==> src/hw/rtl/nfcs_pkg.sv <==
// Shared types, constants and beat expansion for the NAND flash command sequencer.
// Used by nfcs_front, nfcs_queue, nfcs_back and the top level.
package nfcs_pkg;

  localparam int PAGE_BYTES      = 2048;
  localparam int PAGES_PER_BLOCK = 64;
  localparam int BLOCK_COUNT     = 2048;
  localparam int ID_BYTES        = 5;

  localparam int ROW_W      = 17;
  localparam int COUNT_W    = 12;
  localparam int TIMEOUT_W  = 24;
  localparam logic [TIMEOUT_W-1:0] TIMEOUT_RESET = 24'd1000000;

  localparam int QUEUE_DEPTH = 4;
  localparam int QPTR_W      = $clog2(QUEUE_DEPTH);

  localparam logic [7:0] CMD_CHIP_RST    = 8'hFF;
  localparam logic [7:0] CMD_READ_ID     = 8'h90;
  localparam logic [7:0] CMD_ERASE_SETUP = 8'h60;
  localparam logic [7:0] CMD_ERASE_GO    = 8'hD0;
  localparam logic [7:0] CMD_PROG1       = 8'h80;
  localparam logic [7:0] CMD_PROG2       = 8'h10;
  localparam logic [7:0] CMD_READ_SETUP  = 8'h00;
  localparam logic [7:0] CMD_READ2       = 8'h30;
  localparam logic [7:0] CMD_STATUS      = 8'h70;
  localparam logic [7:0] COL_SPARE_HI    = 8'h08;
  localparam logic [7:0] MARK_GOOD       = 8'hFF;

  typedef enum logic [2:0] {
    K_CMD      = 3'd0,
    K_ADDR     = 3'd1,
    K_WRITE    = 3'd2,
    K_STROBE   = 3'd3,
    K_SELECT   = 3'd4,
    K_DESELECT = 3'd5,
    K_HOST     = 3'd6,
    K_DONE     = 3'd7
  } kind_t;

  typedef enum logic [1:0] {
    RC_OK   = 2'd0,
    RC_FAIL = 2'd1,
    RC_BAD  = 2'd2
  } rcode_t;

  // Bursts the back end expands into bus beats
  typedef enum logic [3:0] {
    SQ_RESET       = 4'd0,
    SQ_ID          = 4'd1,
    SQ_ERASE       = 4'd2,
    SQ_PROG        = 4'd3,
    SQ_READ        = 4'd4,
    SQ_CHECK       = 4'd5,
    SQ_CHECK2      = 4'd6,
    SQ_STATUS      = 4'd7,
    SQ_STROBE      = 4'd8,
    SQ_FINISH      = 4'd9,
    SQ_HOST_STROBE = 4'd10,
    SQ_HOST_FINISH = 4'd11,
    SQ_WRITE       = 4'd12,
    SQ_WRITE_LAST  = 4'd13
  } seq_t;

  typedef struct packed {
    seq_t             seq;
    logic [ROW_W-1:0] row;
    logic [7:0]       data;
    rcode_t           code;
  } job_t;

  typedef struct packed {
    kind_t      kind;
    logic [7:0] bus;
    logic [7:0] host;
    rcode_t     code;
    logic       last;
  } beat_t;

  function automatic beat_t mk_beat(kind_t k, logic [7:0] v);
    beat_t b;
    b = '0;
    b.kind = k;
    b.bus  = v;
    return b;
  endfunction

  function automatic logic [7:0] row_byte(logic [ROW_W-1:0] row, logic [1:0] idx);
    logic [7:0] r;
    case (idx)
      2'd0:    r = row[7:0];
      2'd1:    r = row[15:8];
      default: r = {7'b0, row[16]};
    endcase
    return r;
  endfunction

  function automatic logic [3:0] seq_last_step(seq_t s);
    logic [3:0] n;
    case (s)
      SQ_RESET:       n = 4'd1;
      SQ_ID:          n = 4'd3;
      SQ_ERASE:       n = 4'd5;
      SQ_PROG:        n = 4'd6;
      SQ_READ:        n = 4'd7;
      SQ_CHECK:       n = 4'd7;
      SQ_CHECK2:      n = 4'd8;
      SQ_STATUS:      n = 4'd1;
      SQ_HOST_STROBE: n = 4'd1;
      SQ_HOST_FINISH: n = 4'd2;
      SQ_FINISH:      n = 4'd1;
      SQ_WRITE_LAST:  n = 4'd1;
      default:        n = 4'd0;
    endcase
    return n;
  endfunction

  // Page read address phase: select, 00, col lo, col hi, three row bytes, 30
  function automatic beat_t read_beat(logic [ROW_W-1:0] row, logic [7:0] col_hi,
                                      logic [3:0] s);
    beat_t b;
    case (s)
      4'd0:    b = mk_beat(K_SELECT, 8'h00);
      4'd1:    b = mk_beat(K_CMD, CMD_READ_SETUP);
      4'd2:    b = mk_beat(K_ADDR, 8'h00);
      4'd3:    b = mk_beat(K_ADDR, col_hi);
      4'd4:    b = mk_beat(K_ADDR, row_byte(row, 2'd0));
      4'd5:    b = mk_beat(K_ADDR, row_byte(row, 2'd1));
      4'd6:    b = mk_beat(K_ADDR, row_byte(row, 2'd2));
      default: b = mk_beat(K_CMD, CMD_READ2);
    endcase
    return b;
  endfunction

  function automatic beat_t job_beat(job_t j, logic [3:0] step);
    beat_t b;
    b = '0;
    case (j.seq)
      SQ_RESET:
        b = (step == 4'd0) ? mk_beat(K_SELECT, 8'h00) : mk_beat(K_CMD, CMD_CHIP_RST);
      SQ_ID: begin
        case (step)
          4'd0:    b = mk_beat(K_SELECT, 8'h00);
          4'd1:    b = mk_beat(K_CMD, CMD_READ_ID);
          4'd2:    b = mk_beat(K_ADDR, 8'h00);
          default: b = mk_beat(K_STROBE, 8'h00);
        endcase
      end
      SQ_ERASE: begin
        case (step)
          4'd0:    b = mk_beat(K_SELECT, 8'h00);
          4'd1:    b = mk_beat(K_CMD, CMD_ERASE_SETUP);
          4'd2:    b = mk_beat(K_ADDR, row_byte(j.row, 2'd0));
          4'd3:    b = mk_beat(K_ADDR, row_byte(j.row, 2'd1));
          4'd4:    b = mk_beat(K_ADDR, row_byte(j.row, 2'd2));
          default: b = mk_beat(K_CMD, CMD_ERASE_GO);
        endcase
      end
      SQ_PROG: begin
        case (step)
          4'd0:    b = mk_beat(K_SELECT, 8'h00);
          4'd1:    b = mk_beat(K_CMD, CMD_PROG1);
          4'd2:    b = mk_beat(K_ADDR, 8'h00);
          4'd3:    b = mk_beat(K_ADDR, 8'h00);
          4'd4:    b = mk_beat(K_ADDR, row_byte(j.row, 2'd0));
          4'd5:    b = mk_beat(K_ADDR, row_byte(j.row, 2'd1));
          default: b = mk_beat(K_ADDR, row_byte(j.row, 2'd2));
        endcase
      end
      SQ_READ:  b = read_beat(j.row, 8'h00, step);
      SQ_CHECK: b = read_beat(j.row, COL_SPARE_HI, step);
      SQ_CHECK2: begin
        // drop the chip select of the first mark read before the second one
        if (step == 4'd0) begin
          b = mk_beat(K_DESELECT, 8'h00);
        end else begin
          b = read_beat(j.row, COL_SPARE_HI, step - 4'd1);
        end
      end
      SQ_STATUS:
        b = (step == 4'd0) ? mk_beat(K_CMD, CMD_STATUS) : mk_beat(K_STROBE, 8'h00);
      SQ_STROBE: b = mk_beat(K_STROBE, 8'h00);
      SQ_HOST_STROBE, SQ_HOST_FINISH: begin
        case (step)
          4'd0: begin
            b = mk_beat(K_HOST, 8'h00);
            b.host = j.data;
          end
          4'd1: begin
            if (j.seq == SQ_HOST_STROBE) begin
              b = mk_beat(K_STROBE, 8'h00);
            end else begin
              b = mk_beat(K_DESELECT, 8'h00);
            end
          end
          default: begin
            b = mk_beat(K_DONE, 8'h00);
            b.code = j.code;
          end
        endcase
      end
      SQ_FINISH: begin
        if (step == 4'd0) begin
          b = mk_beat(K_DESELECT, 8'h00);
        end else begin
          b = mk_beat(K_DONE, 8'h00);
          b.code = j.code;
        end
      end
      SQ_WRITE, SQ_WRITE_LAST:
        b = (step == 4'd0) ? mk_beat(K_WRITE, j.data) : mk_beat(K_CMD, CMD_PROG2);
      default: b = '0;
    endcase
    b.last = (step == seq_last_step(j.seq));
    return b;
  endfunction

endpackage

==> src/hw/rtl/nfcs_front.sv <==
// Front end: accepts request items, tracks the operation phase and pushes bursts.
// Depends on nfcs_pkg.
module nfcs_front (
  input  logic                           clk,
  input  logic                           rst_n,
  input  logic [nfcs_pkg::TIMEOUT_W-1:0] timeout,
  input  logic                           acc,
  input  logic [2:0]                     req_type,
  input  logic [2:0]                     op,
  input  logic [10:0]                    blk,
  input  logic [5:0]                     page,
  input  logic [7:0]                     data_byte,
  output logic                           push,
  output nfcs_pkg::job_t                 job
);
  import nfcs_pkg::*;

  typedef enum logic [2:0] {
    PH_IDLE, PH_WAIT, PH_ID_READ, PH_PROG_DATA, PH_STATUS_READ, PH_PAGE_READ, PH_MARK_READ
  } phase_t;

  typedef enum logic [2:0] {
    REQ_START = 3'd0, REQ_READY = 3'd1, REQ_TICK = 3'd2, REQ_HOST_WR = 3'd3, REQ_FLASH_RD = 3'd4
  } req_t;

  typedef enum logic [2:0] {
    OP_RESET = 3'd0, OP_READ_ID = 3'd1, OP_ERASE = 3'd2, OP_PROGRAM = 3'd3,
    OP_READ = 3'd4, OP_CHECK = 3'd5
  } op_t;

  phase_t               phase_r, phase_nxt;
  logic [2:0]           cur_op_r, cur_op_nxt;
  logic [ROW_W-1:0]     row_r, row_nxt;
  logic [COUNT_W-1:0]   count_r, count_nxt;
  logic [TIMEOUT_W-1:0] wait_r, wait_nxt;
  logic                 check_r, check_nxt;

  logic [TIMEOUT_W-1:0] wait_inc;
  logic [COUNT_W:0]     count_inc;
  logic [ROW_W-1:0]     start_row;
  logic [5:0]           start_page;
  logic                 go;

  assign wait_inc   = wait_r + 1'b1;
  assign count_inc  = {1'b0, count_r} + 1'b1;
  assign start_page = (op == OP_ERASE || op == OP_CHECK) ? 6'd0
                      : 6'(32'(page) % PAGES_PER_BLOCK);
  assign start_row  = ROW_W'((32'(blk) % BLOCK_COUNT) * PAGES_PER_BLOCK + 32'(start_page));

  // ready seen, or the tick count has run out
  assign go = acc && (req_type == REQ_READY ||
                      (req_type == REQ_TICK && wait_inc >= timeout));

  always_comb begin
    phase_nxt  = phase_r;
    cur_op_nxt = cur_op_r;
    row_nxt    = row_r;
    count_nxt  = count_r;
    wait_nxt   = wait_r;
    check_nxt  = check_r;
    push       = 1'b0;
    job        = '0;
    job.data   = data_byte;
    job.code   = RC_OK;
    case (phase_r)
      PH_IDLE: begin
        if (acc && req_type == REQ_START && op <= OP_CHECK) begin
          cur_op_nxt = op;
          count_nxt  = '0;
          check_nxt  = 1'b0;
          row_nxt    = start_row;
          wait_nxt   = '0;
          push       = 1'b1;
          phase_nxt  = PH_WAIT;
          case (op)
            OP_RESET:   job.seq = SQ_RESET;
            OP_READ_ID: begin
              job.seq   = SQ_ID;
              phase_nxt = PH_ID_READ;
              wait_nxt  = wait_r;
            end
            OP_ERASE:   job.seq = SQ_ERASE;
            OP_PROGRAM: begin
              job.seq   = SQ_PROG;
              phase_nxt = PH_PROG_DATA;
              wait_nxt  = wait_r;
            end
            OP_READ:    job.seq = SQ_READ;
            default:    job.seq = SQ_CHECK;
          endcase
        end
      end
      PH_WAIT: begin
        if (acc && req_type == REQ_TICK) begin
          wait_nxt = wait_inc;
        end
        if (go) begin
          push = 1'b1;
          case (cur_op_r)
            OP_RESET: begin
              job.seq   = SQ_FINISH;
              phase_nxt = PH_IDLE;
            end
            OP_ERASE, OP_PROGRAM: begin
              job.seq   = SQ_STATUS;
              phase_nxt = PH_STATUS_READ;
            end
            OP_READ: begin
              job.seq   = SQ_STROBE;
              count_nxt = '0;
              phase_nxt = PH_PAGE_READ;
            end
            default: begin
              job.seq   = SQ_STROBE;
              phase_nxt = PH_MARK_READ;
            end
          endcase
        end
      end
      PH_ID_READ: begin
        if (acc && req_type == REQ_FLASH_RD) begin
          push = 1'b1;
          if (count_inc >= (COUNT_W+1)'(ID_BYTES)) begin
            job.seq   = SQ_HOST_FINISH;
            phase_nxt = PH_IDLE;
          end else begin
            job.seq   = SQ_HOST_STROBE;
            count_nxt = count_inc[COUNT_W-1:0];
          end
        end
      end
      PH_PROG_DATA: begin
        if (acc && req_type == REQ_HOST_WR) begin
          push = 1'b1;
          if (count_inc >= (COUNT_W+1)'(PAGE_BYTES)) begin
            job.seq   = SQ_WRITE_LAST;
            wait_nxt  = '0;
            phase_nxt = PH_WAIT;
          end else begin
            job.seq   = SQ_WRITE;
            count_nxt = count_inc[COUNT_W-1:0];
          end
        end
      end
      PH_STATUS_READ: begin
        if (acc && req_type == REQ_FLASH_RD) begin
          push      = 1'b1;
          job.seq   = SQ_FINISH;
          job.code  = data_byte[0] ? RC_FAIL : RC_OK;
          phase_nxt = PH_IDLE;
        end
      end
      PH_PAGE_READ: begin
        if (acc && req_type == REQ_FLASH_RD) begin
          push = 1'b1;
          if (count_inc >= (COUNT_W+1)'(PAGE_BYTES)) begin
            job.seq   = SQ_HOST_FINISH;
            phase_nxt = PH_IDLE;
          end else begin
            job.seq   = SQ_HOST_STROBE;
            count_nxt = count_inc[COUNT_W-1:0];
          end
        end
      end
      PH_MARK_READ: begin
        if (acc && req_type == REQ_FLASH_RD) begin
          push = 1'b1;
          if (data_byte != MARK_GOOD) begin
            job.seq   = SQ_FINISH;
            job.code  = RC_BAD;
            phase_nxt = PH_IDLE;
          end else if (!check_r) begin
            // advance to the next page and read its mark
            job.seq   = SQ_CHECK2;
            check_nxt = 1'b1;
            row_nxt   = row_r + 1'b1;
            wait_nxt  = '0;
            phase_nxt = PH_WAIT;
          end else begin
            job.seq   = SQ_FINISH;
            phase_nxt = PH_IDLE;
          end
        end
      end
      default: phase_nxt = PH_IDLE;
    endcase
    job.row = row_nxt;
  end

  always_ff @(posedge clk) begin
    if (!rst_n) begin
      phase_r  <= PH_IDLE;
      cur_op_r <= '0;
      row_r    <= '0;
      count_r  <= '0;
      wait_r   <= '0;
      check_r  <= 1'b0;
    end else begin
      phase_r  <= phase_nxt;
      cur_op_r <= cur_op_nxt;
      row_r    <= row_nxt;
      count_r  <= count_nxt;
      wait_r   <= wait_nxt;
      check_r  <= check_nxt;
    end
  end

endmodule

==> src/hw/rtl/nfcs_queue.sv <==
// Short burst queue between the front and back ends.
// Depends on nfcs_pkg.
module nfcs_queue (
  input  logic           clk,
  input  logic           rst_n,
  input  logic           push,
  input  nfcs_pkg::job_t push_job,
  input  logic           pop,
  output nfcs_pkg::job_t head,
  output logic           empty,
  output logic           full
);
  import nfcs_pkg::*;

  job_t              mem_r [QUEUE_DEPTH];
  logic [QPTR_W-1:0] wr_r, wr_nxt;
  logic [QPTR_W-1:0] rd_r, rd_nxt;
  logic [QPTR_W:0]   cnt_r, cnt_nxt;

  assign empty = (cnt_r == '0);
  assign full  = (cnt_r == (QPTR_W+1)'(QUEUE_DEPTH));
  assign head  = mem_r[rd_r];

  always_comb begin
    wr_nxt  = push ? wr_r + 1'b1 : wr_r;
    rd_nxt  = pop ? rd_r + 1'b1 : rd_r;
    cnt_nxt = cnt_r + (QPTR_W+1)'(push) - (QPTR_W+1)'(pop);
  end

  always_ff @(posedge clk) begin
    if (push) begin
      mem_r[wr_r] <= push_job;
    end
  end

  always_ff @(posedge clk) begin
    if (!rst_n) begin
      wr_r  <= '0;
      rd_r  <= '0;
      cnt_r <= '0;
    end else begin
      wr_r  <= wr_nxt;
      rd_r  <= rd_nxt;
      cnt_r <= cnt_nxt;
    end
  end

endmodule

==> src/hw/rtl/nfcs_back.sv <==
// Back end: expands queued bursts into bus beats in beat_r, one per cycle unless stalled.
// Depends on nfcs_pkg.
module nfcs_back (
  input  logic           clk,
  input  logic           rst_n,
  input  nfcs_pkg::job_t head,
  input  logic           empty,
  output logic           pop,
  output logic           out_valid,
  input  logic           out_ready,
  output nfcs_pkg::beat_t out_beat
);
  import nfcs_pkg::*;

  logic [3:0] step_r, step_nxt;
  logic       valid_r, valid_nxt;
  beat_t      beat_r, beat;
  logic       load;

  assign beat      = job_beat(head, step_r);
  assign load      = !empty && (!valid_r || out_ready);
  assign pop       = load && beat.last;
  assign out_valid = valid_r;
  assign out_beat  = beat_r;

  always_comb begin
    step_nxt  = step_r;
    valid_nxt = valid_r;
    if (load) begin
      valid_nxt = 1'b1;
      step_nxt  = beat.last ? 4'd0 : step_r + 4'd1;
    end else if (out_ready) begin
      valid_nxt = 1'b0;
    end
  end

  always_ff @(posedge clk) begin
    if (load) begin
      beat_r <= beat;
    end
  end

  always_ff @(posedge clk) begin
    if (!rst_n) begin
      step_r  <= '0;
      valid_r <= 1'b0;
    end else begin
      step_r  <= step_nxt;
      valid_r <= valid_nxt;
    end
  end

endmodule

==> src/hw/rtl/nand_flash_command_sequencer.sv <==
// Top level of the NAND flash command sequencer: register port, front end, queue, back end.
// Depends on nfcs_pkg, nfcs_front, nfcs_queue and nfcs_back.
//
// Usage:
//   Request items enter on in_* (valid/ready). A start item picks an operation;
//   ready, wait-tick, host-write and flash-read items drive it along. Items that
//   do not fit the current phase are taken and dropped with no beats.
//   Bus beats leave on out_* (valid/ready), one per cycle; out_last marks the
//   final beat caused by an item. An item expands into at most nine beats (a good
//   first bad-block mark), a start item into at most eight.
//   The front end takes one item per cycle while in_ready is high and pushes at
//   most one burst into a four-entry queue; the back end turns each burst into
//   beats at one per cycle while out_ready is high. Page program data thus streams
//   at one item per cycle; page read and ID bytes cost two beats each, so stream slower.
//   The first beat of an item passes through the queue and then the back end's
//   output register before out_valid shows it.
//   in_ready falls only while the queue is full: when out_ready is held low, or
//   when multi-beat bursts arrive faster than the back end drains them.
//   ready_timeout is written over the APB port at address 0; write it only idle.
//   Reset (rst_n low, synchronous) returns to idle, empties the queue and
//   restores ready_timeout to 1000000.
module nand_flash_command_sequencer (
  input  logic        clk,
  input  logic        rst_n,
  input  logic        psel,
  input  logic        penable,
  input  logic        pwrite,
  input  logic [2:0]  paddr,
  input  logic [31:0] pwdata,
  output logic [31:0] prdata,
  output logic        pready,
  input  logic        in_valid,
  output logic        in_ready,
  input  logic [2:0]  in_req_type,
  input  logic [2:0]  in_op,
  input  logic [10:0] in_block,
  input  logic [5:0]  in_page,
  input  logic [7:0]  in_data_byte,
  output logic        out_valid,
  input  logic        out_ready,
  output logic [2:0]  out_cycle_kind,
  output logic [7:0]  out_bus_byte,
  output logic [7:0]  out_host_byte,
  output logic [1:0]  out_result_code,
  output logic        out_last
);
  import nfcs_pkg::*;

  localparam logic REG_TIMEOUT = 1'b0;

  logic [TIMEOUT_W-1:0] timeout_r, timeout_nxt;
  logic                 acc, push, pop, empty, full;
  job_t                 push_job, head;
  beat_t                beat;

  assign pready = 1'b1;
  assign prdata = (paddr[2] == REG_TIMEOUT) ? {8'h00, timeout_r} : 32'h0;

  always_comb begin
    timeout_nxt = timeout_r;
    if (psel && penable && pwrite && paddr[2] == REG_TIMEOUT) begin
      timeout_nxt = pwdata[TIMEOUT_W-1:0];
    end
  end

  always_ff @(posedge clk) begin
    if (!rst_n) begin
      timeout_r <= TIMEOUT_RESET;
    end else begin
      timeout_r <= timeout_nxt;
    end
  end

  assign in_ready = !full;
  assign acc      = in_valid && in_ready;

  nfcs_front u_front (
    .clk       (clk),
    .rst_n     (rst_n),
    .timeout   (timeout_r),
    .acc       (acc),
    .req_type  (in_req_type),
    .op        (in_op),
    .blk       (in_block),
    .page      (in_page),
    .data_byte (in_data_byte),
    .push      (push),
    .job       (push_job)
  );

  nfcs_queue u_queue (
    .clk      (clk),
    .rst_n    (rst_n),
    .push     (push),
    .push_job (push_job),
    .pop      (pop),
    .head     (head),
    .empty    (empty),
    .full     (full)
  );

  nfcs_back u_back (
    .clk       (clk),
    .rst_n     (rst_n),
    .head      (head),
    .empty     (empty),
    .pop       (pop),
    .out_valid (out_valid),
    .out_ready (out_ready),
    .out_beat  (beat)
  );

  assign out_cycle_kind  = beat.kind;
  assign out_bus_byte    = beat.bus;
  assign out_host_byte   = beat.host;
  assign out_result_code = beat.code;
  assign out_last        = beat.last;

endmodule
==> config.mk <==
export PLATFORM = sky130hd
export DESIGN_NAME = nand_flash_command_sequencer
export DESIGN_NICKNAME = d
export VERILOG_FILES = /design/src/hw/rtl/nfcs_pkg.sv /design/src/hw/rtl/nfcs_front.sv /design/src/hw/rtl/nfcs_queue.sv /design/src/hw/rtl/nfcs_back.sv /design/src/hw/rtl/nand_flash_command_sequencer.sv
export SDC_FILE = /design/constraint.sdc
export NUM_CORES = 1
export LEC_CHECK = 0
export BUFFER_PORTS_ARGS = -buffer_cell sky130_fd_sc_hd__buf_2
export CORE_ASPECT_RATIO = 1.1
export CORE_MARGIN = 1
export CORE_UTILIZATION = 60
export DETAILED_ROUTE_END_ITERATION = 8
export GPL_ROUTABILITY_DRIVEN = 0
export PLACE_DENSITY = 0.87
export SLEW_MARGIN = 5
export SYNTH_ARGS = -nofsm -noshare
export SYNTH_HDL_FRONTEND = slang
export SYNTH_SLANG_ARGS = --single-unit
==> constraint.sdc <==
create_clock -name clk -period 5.2 [get_ports clk]
set_input_delay 0.26 -clock clk [delete_from_list [all_inputs] [get_ports clk]]
set_output_delay 0.26 -clock clk [all_outputs]
set_load 0.05 [all_outputs]
Yosys cells after proc, flatten, opt, wreduce, memory -nomap -nowiden
Memories as Yosys holds them, arrays and structs flattened. A register that Yosys moved wholly into a read port is not among the register bits.
Cells that the tools add are included.

operators by class
  bitwise logic cells = 1
  multiply operators = 0
  shifts and indexed selects = 0
  equal/unequal tests = 62
  div/mod/pow operators = 0
  reductions and logical operators = 42
  $lt $le $gt $ge = 4
  muxes and demuxes = 90
  add/sub/neg operators = 10

operators with widths
  cell                                                 count
  one-hot mux 22 bit (7 select lines)                  2
  one-hot mux 22 bit (12 select lines)                 1
  one-hot mux 22 bit (5 select lines)                  2
  two-way mux 24 bit                                   9
  one-hot mux 22 bit (6 select lines)                  1
  two-way mux 12 bit                                   8
  one-hot mux 24 bit (4 select lines)                  1
  two-way mux 17 bit                                   4
  two-way mux 22 bit                                   3
  one-hot mux 22 bit (3 select lines)                  1
  two-way mux 21 bit                                   3
  one-hot mux 12 bit (5 select lines)                  1
  one-hot mux 22 bit (2 select lines)                  1
  equality test 4 x 3 -> 1 bit, second input constant  10
  two-way mux 4 bit                                    10
  one-hot mux 17 bit (2 select lines)                  1
  two-way mux 3 bit                                    11
  one-hot mux 4 bit (7 select lines)                   1
  adder 24 x 1 -> 24 bit, second input constant        1
  equality test 3 x 2 -> 1 bit, second input constant  8
  equality test 3 bit, second input constant           8
  equality test 4 x 2 -> 1 bit, second input constant  6
  equality test 4 bit, second input constant           6
  greater-or-equal comparator 24 bit                   1
  other kinds (43)                                     109

storage, ports and cells
  memories = 2
  register bits after elaboration = 118
  ROM bits = 64
  bits in latches = 0
  output and inout bits = 57
  bits of input ports = 73
  RAM bits = 124

memories
  name             words  bits a word  read ports  clocked after Yosys merged registers in  wr ports  RTL line          source
  u_queue.mem_r    4      31           1           1                                        1         nfcs_queue.sv:15  job_t mem_r [QUEUE_DEPTH];
  (no name shown)  16     4            1           0                                        0         nfcs_pkg.sv:100   case (s)

Longest topological paths before layout
Gate-level depths: netlist (run 1).

  depth after elaboration = 9
  gate-level depth with buffers = 21
  gate-level depth less buffers = 21

Modules after synthesis
From an unflattened synthesis (run 1), not the netlist that was laid out.

second synthesis, totals
  cell total of the unflattened synthesis = 1291
  area, all modules = 13450.4 µm²

by module, submodules not included
  module                        area an instance (µm²)  times used  cells an instance  sequential area each (µm²)
  nfcs_queue                    4917.2                  1           204                3903.7
  nfcs_front                    4738.3                  1           650                1201.2
  nfcs_back                     2524.9                  1           293                760.7
  nand_flash_command_sequencer  1270.0                  1           144                480.5

Worst setup path before layout (run 1)
OpenSTA, ideal clock, no wires.

  kind = register to register
  from = reg u_front.wait_r[0]
  to = mem u_queue.mem_r[0][0] (netlist name), enable pin
  period minus slack after synthesis = 4343 ps
  arrival time = 3952 ps
  slack = 857 ps
  stages on the path, launching flop included = 16
  path buffers = 0
  required time = 4809 ps
  path through = dfxtp_1 > ha_1 > nand3_1 > nor2_1 > nand3_1 > nor3_1 > nand3_1 > xnor2_1 > ha_1 > nand4_1 > nor4_1 > nand3_1 > o211ai_1 > o21ai_0 > nand2_1 > and2_1

between the ends
  cells in the longest elaborated chain, start to end = 9

RTL lines
  element                                  RTL line                            source
  start: declaration                       nfcs_front.sv:35                    logic [TIMEOUT_W-1:0] wait_r, wait_nxt;
  start signal: assignment                 nfcs_front.sv:203                   wait_r <= wait_nxt;
  adder 24 x 1 -> 24 bit                   nfcs_front.sv:44                    assign wait_inc = wait_r + 1'b1;
  greater-or-equal comparator 24 bit       nfcs_front.sv:52                    (req_type == REQ_TICK && wait_inc >= timeout));
  logical AND 1 bit                        nfcs_front.sv:52
  logical OR 1 bit                         nfcs_front.sv:51                    assign go = acc && (req_type == REQ_READY ||
  logical AND 1 bit                        nfcs_front.sv:51
  two-way mux 1 bit                        nfcs_front.sv:97                    if (go) begin
  one-hot mux 1 bit (4 select lines)       nfcs_front.sv:65                    case (phase_r)
  net push                                 nand_flash_command_sequencer.sv:52  logic acc, push, pop, empty, full;
  two-way mux 1 bit                        nfcs_queue.sv:31                    if (push) begin
  two-way mux 1 bit (not written as such)  nfcs_queue.sv:32                    mem_r[wr_r] <= push_job;
  end: declaration                         nfcs_queue.sv:15

The timed path passes the listed nets, and every way through them passes these cells.

Final worst setup path (run 1)
  from = reg u_front.wait_r[0]
  to = reg u_queue.cnt_r[2]

between the ends
  cells in the longest elaborated chain, start to end = 9

RTL lines
  element                             RTL line                            source
  adder 24 x 1 -> 24 bit              nfcs_front.sv:44
  greater-or-equal comparator 24 bit  nfcs_front.sv:52
  logical AND 1 bit                   nfcs_front.sv:52
  logical OR 1 bit                    nfcs_front.sv:51
  logical AND 1 bit                   nfcs_front.sv:51
  two-way mux 1 bit                   nfcs_front.sv:97
  one-hot mux 1 bit (4 select lines)  nfcs_front.sv:65
  net push                            nand_flash_command_sequencer.sv:52
  adder 3 x 1 -> 3 bit                nfcs_queue.sv:27                    cnt_nxt = cnt_r + (QPTR_W+1)'(push) - (QPTR_W+1)'(pop);
  subtractor 3 x 1 -> 3 bit           nfcs_queue.sv:27
  end signal: assignment              nfcs_queue.sv:44                    cnt_r <= cnt_nxt;
  end: declaration                    nfcs_queue.sv:18                    logic [QPTR_W:0] cnt_r, cnt_nxt;

The timed path passes the listed nets, and every way through them passes these cells.
A chain may end at the register's enable or synchronous reset.

==> impl_metrics.ini, run 1 <==
[run_status]
status = finished with violations
failed_checks = design-rule violations

[yosys]
synthArstFlopShare_pct = 0
synthXorXnorAreaFrac_pct = 2.45
yosysTopAreaCellShare_pct = 34.1
yosysMostFrequentCell = edfxtp_1
synthMuxAreaShare_pct = 6.34
synth-edff-count = 146
synth_top_family_by_area = simple AND/OR/NAND/NOR gates
avgSynthCellArea_um2 = 10.2
synth_compound_area_share_pct = 15.4
synth_fa_ha_area_share_pct = 4.63
synth_cells = 1256
ys.flop_type = edfxtp_1
yosysWarnings = 0
synth_area_leaders = edfxtp_1 34%, dfxtp_1 15%, mux4_2 5.4%
ys_ff_latch = 244
ys_types = 83
netlist.top_cell.by_area = edfxtp_1
yosysSeqAreaShare_pct = 49.4
synth_commonest_cells = 146 x edfxtp_1, 142 x nand2_1, 102 x nor2_1, 98 x dfxtp_1, 76 x a21oi_1
syn_area_um2 = 12900
synthSimpleGateAreaFrac_pct = 17.6

[cells_and_area]
drive_above_1_share_pct = 15.3
diodes = 0
multiInputGateArea_um2 = 6020
final_util_pct = 70.7
fill_cells = 1452
nets = 1487
ff_latch_area_um2 = 6350
final_area_um2 = 14700
area_growth_pct = 14.3

[sta]
fin_crit_sh_pct = 95.6
relSlewSlack_pct = 15.9
skew_ns = 0.0189
holdWs_ns = 0.0146
min_period_ns = 4.97
fmax_ghz = 0.201
finalSetupViolCount = 0
tns_ns = 0
hold_viol = 0
finalMaxSlewViolations = 0
tightest_slew_ns = 1.25

[route]
drc = 1
postRouteAntennaNets = 0
first_iter_violations = 1178
first_pass_iters = 8
viasPerCell = 6.48
via_count = 10800
wl_per_cell_um = 19.8
drt-total-wl_mm = 33.0

[job]
drv_cap = 0

[critical_path]
crit_path_max_incr_delay_ns = 0.50
slowest_stage = or3_1
critPathArrivalTime_ns = 5.35
cp-start-kind = flip-flop
setup.worst_path.end_class = flip-flop
cp_data_required_time_ns = 5.58
r2r_start = u_front.wait_r[0]$_SDFFE_PN0P_
cp-startpoint = u_front.wait_r[0]$_SDFFE_PN0P_
crit_fanout = 6
r2r_cells = 19
worstPathCellList = ha_1 -> nand3_1 -> nor2_2 -> nand3_1 -> or3_1 -> xnor2_1 -> ha_1 -> nand4_1 -> nor4_2 -> nand3_1 -> o211ai_1 -> o21ai_1 -> nand2_1 -> ha_1 -> inv_1 -> fa_1 -> xor2_1 -> xnor2_1 -> nor2_1
path_class = flip-flop to flip-flop

[cts]
cts_buffers = 25
cts.clk_slew.worst_paths_ns = 0.06
cts_setup_buffers = 0
cts_tree = done
cts.sink_count = 244
htreeDepth = 1
clock-root-buffer = clkbuf_16
clock_latency_ns = 0.53
clk_path_buf_depth = 3

[die]
die_h_um = 156
fp.dieArea_um2 = 22000
pin_count = 130
initial_utilization_pct = 61.8
die_w_um = 142
coreArea_um2 = 20800
rows = 55

[global_routing]
grt_overflow = 0
grt_pass1_wl_mm = 51.6
grt_usage_pct = 29.7
grt_pass1_vias = 10000
grt_max_degree = 52
antenna_found_initial = 0

[power_and_ir_drop]
power.density_nw_per_um2 = 350
p_total_uw = 5140
leakagePower_uw = 0.00542
peakVddDrop_uv = 266

[worst_hold_path]
worst_hold_startpoint = pwdata[5]
hold_path_depth = 3
hp-class = primary input to flip-flop

[place]
postPlaceCellArea_um2 = 13500
numPortBuffers = 110
dpl.hpwl_mm = 21.5
==> power breakdown <==
group          leakage [uW]  switching (uW)  internal, uW  total (uW)
Sequential          0.00215            51.1          2180        2230
Clock              0.000396             736          1090        1830
Combinational       0.00288             766           309        1070
Total               0.00542            1550          3590        5140
==> logic make-up after synthesis <==
group | after synthesis
AND/OR/NAND/NOR | 461
XOR/XNOR | 36
adder cells (fa/ha/maj) | 47
AO/OA/AOI/OAI | 296
flip-flops | 244
multiplexers | 42
other | 2
buffers and inverters | 128
==> worst max-delay path, delay by kind of cell, from the launching register on <==
kind,cells,cell delay (ns)
buffers and inverters,1,0.07
flip-flops,1,0.41
adder cells (fa/ha/maj),4,1.14
AO/OA/AOI/OAI,2,0.55
AND/OR/NAND/NOR,9,2.12
XOR/XNOR,3,0.53
==> layer usage <==
metal	wire, um	GRT usage, %	up-vias
li1	-	-	4872
met5	0	0	-
met4	1290	10.9	0
met2	16200	51.0	697
met1	12700	38.4	5108
met3	2890	3.91	147
==> stage by stage <==
step,cells,setup WS (ns)
after detailed placement,1595,0.250
after global placement,1595,0.569
after CTS,1671,0.0788
final,1671,0.227
after global routing,1671,-0.0546
after floorplan,1263,0.857
==> layout by cell type (no fill, tap or decap), types with 40 or more instances in the layout <==
| cell | n |
|---|---|
| edfxtp_1 | 146 |
| nor2_1 | 101 |
| o21ai_0 | 62 |
| buf_2 | 110 |
| a21oi_1 | 75 |
| nand2_1 | 142 |
| inv_1 | 52 |
| dfxtp_1 | 97 |
| ha_1 | 46 |
| and2_1 | 40 |
==> state kept, by name (all words and copies together), names as in the netlist, 2 cells and up, named ones only <==
| signal | flops |
|---|---|
| u_queue.cnt_r | 3 |
| u_back.out_beat | 22 |
| timeout_r | 24 |
| u_back.step_r | 4 |
| u_front.phase_r | 3 |
| u_front.cur_op_r | 3 |
| u_front.count_r | 12 |
| u_queue.mem_r | 124 |
| u_front.wait_r | 24 |
| u_front.row_r | 17 |
| u_queue.wr_r | 2 |
| u_queue.rd_r | 2 |
==> repair_timing <==
action,in CTS,in global routing
endpoints found under the setup margin,0,126
hold buffers,30,0
resized for setup,0,4
endpoints found under the hold margin,51,0
==> area by class of cell <==
| cell class | count | area share (%) |
|---|---|---|
| clock buffer | 36 | 4.54 |
| inverter | 52 | 1.33 |
| tap | 285 | 2.43 |
| timing repair buffer | 153 | 6.46 |
| clock inverter | 10 | 1.08 |
| sequential | 244 | 43.2 |
| multi-input combinational | 891 | 41.0 |
==> path summary, 6_finish.rpt <==
| check | to | slack, ns |
|---|---|---|
| worst max-delay path | u_queue.cnt_r[2]$_SDFF_PN0_ | 0.23 |
| worst min-delay path | timeout_r[5]$_SDFFE_PN0P_ | 0.01 |
| worst max register to register | u_queue.cnt_r[2]$_SDFF_PN0_ | 0.23 |
| worst min register to register | u_front.count_r[11]$_SDFFE_PN0P_ | 0.45 |
No activity file was read; power rests on OpenSTA's default activity.
==> run 2, diff against run 1 <==
--- a/config.mk
+++ b/config.mk
@@ -5,6 +5,7 @@
 export SDC_FILE = /design/constraint.sdc
 export NUM_CORES = 1
 export LEC_CHECK = 0
+export ABC_AREA = 1
 export BUFFER_PORTS_ARGS = -buffer_cell sky130_fd_sc_hd__buf_2
 export CORE_ASPECT_RATIO = 1.1
 export CORE_MARGIN = 1
==> impl_metrics.ini, run 2 <==
[run_status]
status = completed

[cts]
cts_tree = done
clock_latency_ns = 0.54
htreeDepth = 1
cts_setup_buffers = 0
cts.sink_count = 244
clock-root-buffer = clkbuf_16
cts_buffers = 26
cts.clk_slew.worst_paths_ns = 0.06
clk_path_buf_depth = 3
post_cts_resized = 0

[global_routing]
grt_pass1_wl_mm = 53.0
grt_max_degree = 63
grt_overflow = 0
grt_pass1_vias = 11400
antenna_found_initial = 2
grt_usage_pct = 29.4

[yosys]
ys.flop_type = edfxtp_1
synth_commonest_cells = 414 x nand2_1, 191 x inv_1, 172 x nor2_1, 146 x edfxtp_1, 135 x nand3_1
yosysWarnings = 0
avgSynthCellArea_um2 = 7.94
syn_area_um2 = 13300
yosysMostFrequentCell = nand2_1
yosysTopAreaCellShare_pct = 33.0
synth_cells = 1671
netlist.top_cell.by_area = edfxtp_1
synth-edff-count = 146
ys_types = 52
yosysSeqAreaShare_pct = 47.8
ys_ff_latch = 244
synthArstFlopShare_pct = 0
synth_area_leaders = edfxtp_1 33%, dfxtp_1 15%, nand2_1 12%

[critical_path]
slowest_stage = dfxtp_1
path_class = flip-flop to flip-flop
cp_top_family = simple AND/OR/NAND/NOR gates
crit_path_max_incr_delay_ns = 0.41
cp-start-kind = flip-flop
cp_common_cell = nand2_1
cp_num_buf_inv = 2
setup.worst_path.end_class = flip-flop
cp_data_required_time_ns = 5.37
critPathArrivalTime_ns = 4.67
cp-startpoint = u_front.wait_r[0]$_SDFFE_PN0P_
crit_fanout = 31
worstPathCellList = ha_1 -> nand2_1 -> nor2_1 -> nand3_1 -> nor3_2 -> nand2_1 -> nor3_1 -> xor2_1 -> ha_1 -> nand2_1 -> nor2_1 -> nand4_1 -> nor2_1 -> nand2_1 -> nand2_1 -> nand2_1 -> nand2_1 -> nand3_1 -> nand2_1 -> inv_1 -> nor2_2 -> buf_4
r2r_start = u_front.wait_r[0]$_SDFFE_PN0P_

[route]
drc = 0
via_count = 12000
drt-total-wl_mm = 32.3
wl_per_cell_um = 15.4
postRouteAntennaNets = 0
first_pass_iters = 6
first_iter_violations = 879
viasPerCell = 5.73

[cells_and_area]
fill_cells = 1613
finalNonFillerCells = 2097
drive_above_1_share_pct = 11.2
final_common_cell = nand2_1
largest_reg_flops = 124
regMostFlops = u_queue.mem_r
area_growth_pct = 14.3
largestRegisters = u_queue.mem_r: 124 flops, timeout_r: 24 flops, u_front.wait_r: 24 flops
nets = 1905
final_cell_mix = 414 x nand2_1, 191 x inv_1, 168 x nor2_1

[sta]
skew_ns = 0.0174
hold_viol = 0
tns_ns = 0
finalSetupViolCount = 0
rsz0062_at_grt = false
finalMaxSlewViolations = 0
relSlewSlack_pct = 36.9
tightest_slew_ns = 0.944
fin_crit_sh_pct = 86.5
fmax_ghz = 0.222
min_period_ns = 4.50

[place]
numPortBuffers = 110
dpl.hpwl_mm = 21.6
place_inst = 2023

[die]
die_h_um = 158
initial_utilization_pct = 61.7
rows = 56
fp.dieArea_um2 = 22700
pin_count = 130
coreArea_um2 = 21500
die_w_um = 144

[power_and_ir_drop]
leakagePower_uw = 0.00667
power.density_nw_per_um2 = 544
peakVddDrop_uv = 269

[worst_hold_path]
hp-class = primary input to flip-flop
worst_hold_startpoint = pwdata[0]

[job]
drv_cap = 0
-- run 2: changes by cell type after synthesis, sizes merged, moves of 16 or more --
cell / change
nand3: +101
a22oi: -17
o22ai: +21
nand2: +276
and2: -37
inv: +148
xnor2: -21
and3: -16
buf: +16
a21oi: +28
clkbuf: -25
mux4: -31
nand4: +24
nor2: +80
-- run 2: routing by layer --
layer	vias to the layer above	global-route usage, %	wire (um)
met5	-	0	13
met4	2	17.4	1800
met3	143	4.99	2480
met2	568	52.9	16000
met1	5477	32.5	12000
li1	5822	-	-
-- run 2: through the flow --
step	power [uW]	worst slack, ns	utilization (%)	area, um^2	hold WS, ns
floorplan	5420	0.723	-	13300	0.359
global placement	6080	0.954	65.1	14000	0.459
detailed placement	6210	0.795	65.1	14000	0.462
CTS	8200	0.694	70.5	15200	0.000300
global route	8780	0.193	70.5	15200	0.0151
finish	8260	0.704	70.5	15200	0.00669
-- run 2: path summary, 6_finish.rpt --
check / to / slack, ns / cells after the start
worst max-delay path: u_queue.mem_r[2][2]$_DFFE_PP_ / 0.70 / 22
worst max register to register: u_queue.mem_r[2][2]$_DFFE_PP_ / 0.70 / 22
worst min register to register: u_front.count_r[11]$_SDFFE_PN0P_ / 0.47 / 2
worst min-delay path: timeout_r[0]$_SDFFE_PN0P_ / 0.007 / 3
-- run 2: timing repair --
item / CTS / global route
endpoints found under the hold margin: 48 / 0
hold buffers: 24 / 0
setup endpoints to repair: 0 / 0
-- run 2: cell families (layout without fill, tap and decap cells) --
kind of cell / Yosys count / in the layout / synth area share, %
AOI/OAI and AO/OA: 258 / 258 / 11.1
adders and majority gates: 47 / 47 / 4.49
DFF: 244 / 244 / 47.8
and+or+nand+nor: 826 / 826 / 26.7
xor gates and xnor gates: 26 / 26 / 1.72
other: 2 / 11 / 0.0566
buffers and inverters: 268 / 395 / 8.15
-- run 2: layout make-up --
type / count / area [um^2] / area share, %
clock buffers: 27 / 654 / 4.31
diodes: 2 / 5.00 / 0.0330
repair buffers: 146 / 881 / 5.81
clock inverters: 21 / 269 / 1.77
inverters: 201 / 754 / 4.97
well taps: 290 / 363 / 2.39
multi-input cells: 1166 / 5900 / 38.9
flip-flops and latches: 244 / 6350 / 41.8
-- run 2: worst min-delay path, delay by kind of cell --
| family | cells | cell delay (ns) |
|---|---|---|
| compound gates | 2 | 0.17 |
| buf+inv | 1 | 0.07 |
-- run 2: where the power goes --
part / switching [uW] / internal, uW / total, uW
registers: 215 / 2690 / 2910
clock network: 783 / 1180 / 1960
logic: 2470 / 914 / 3390
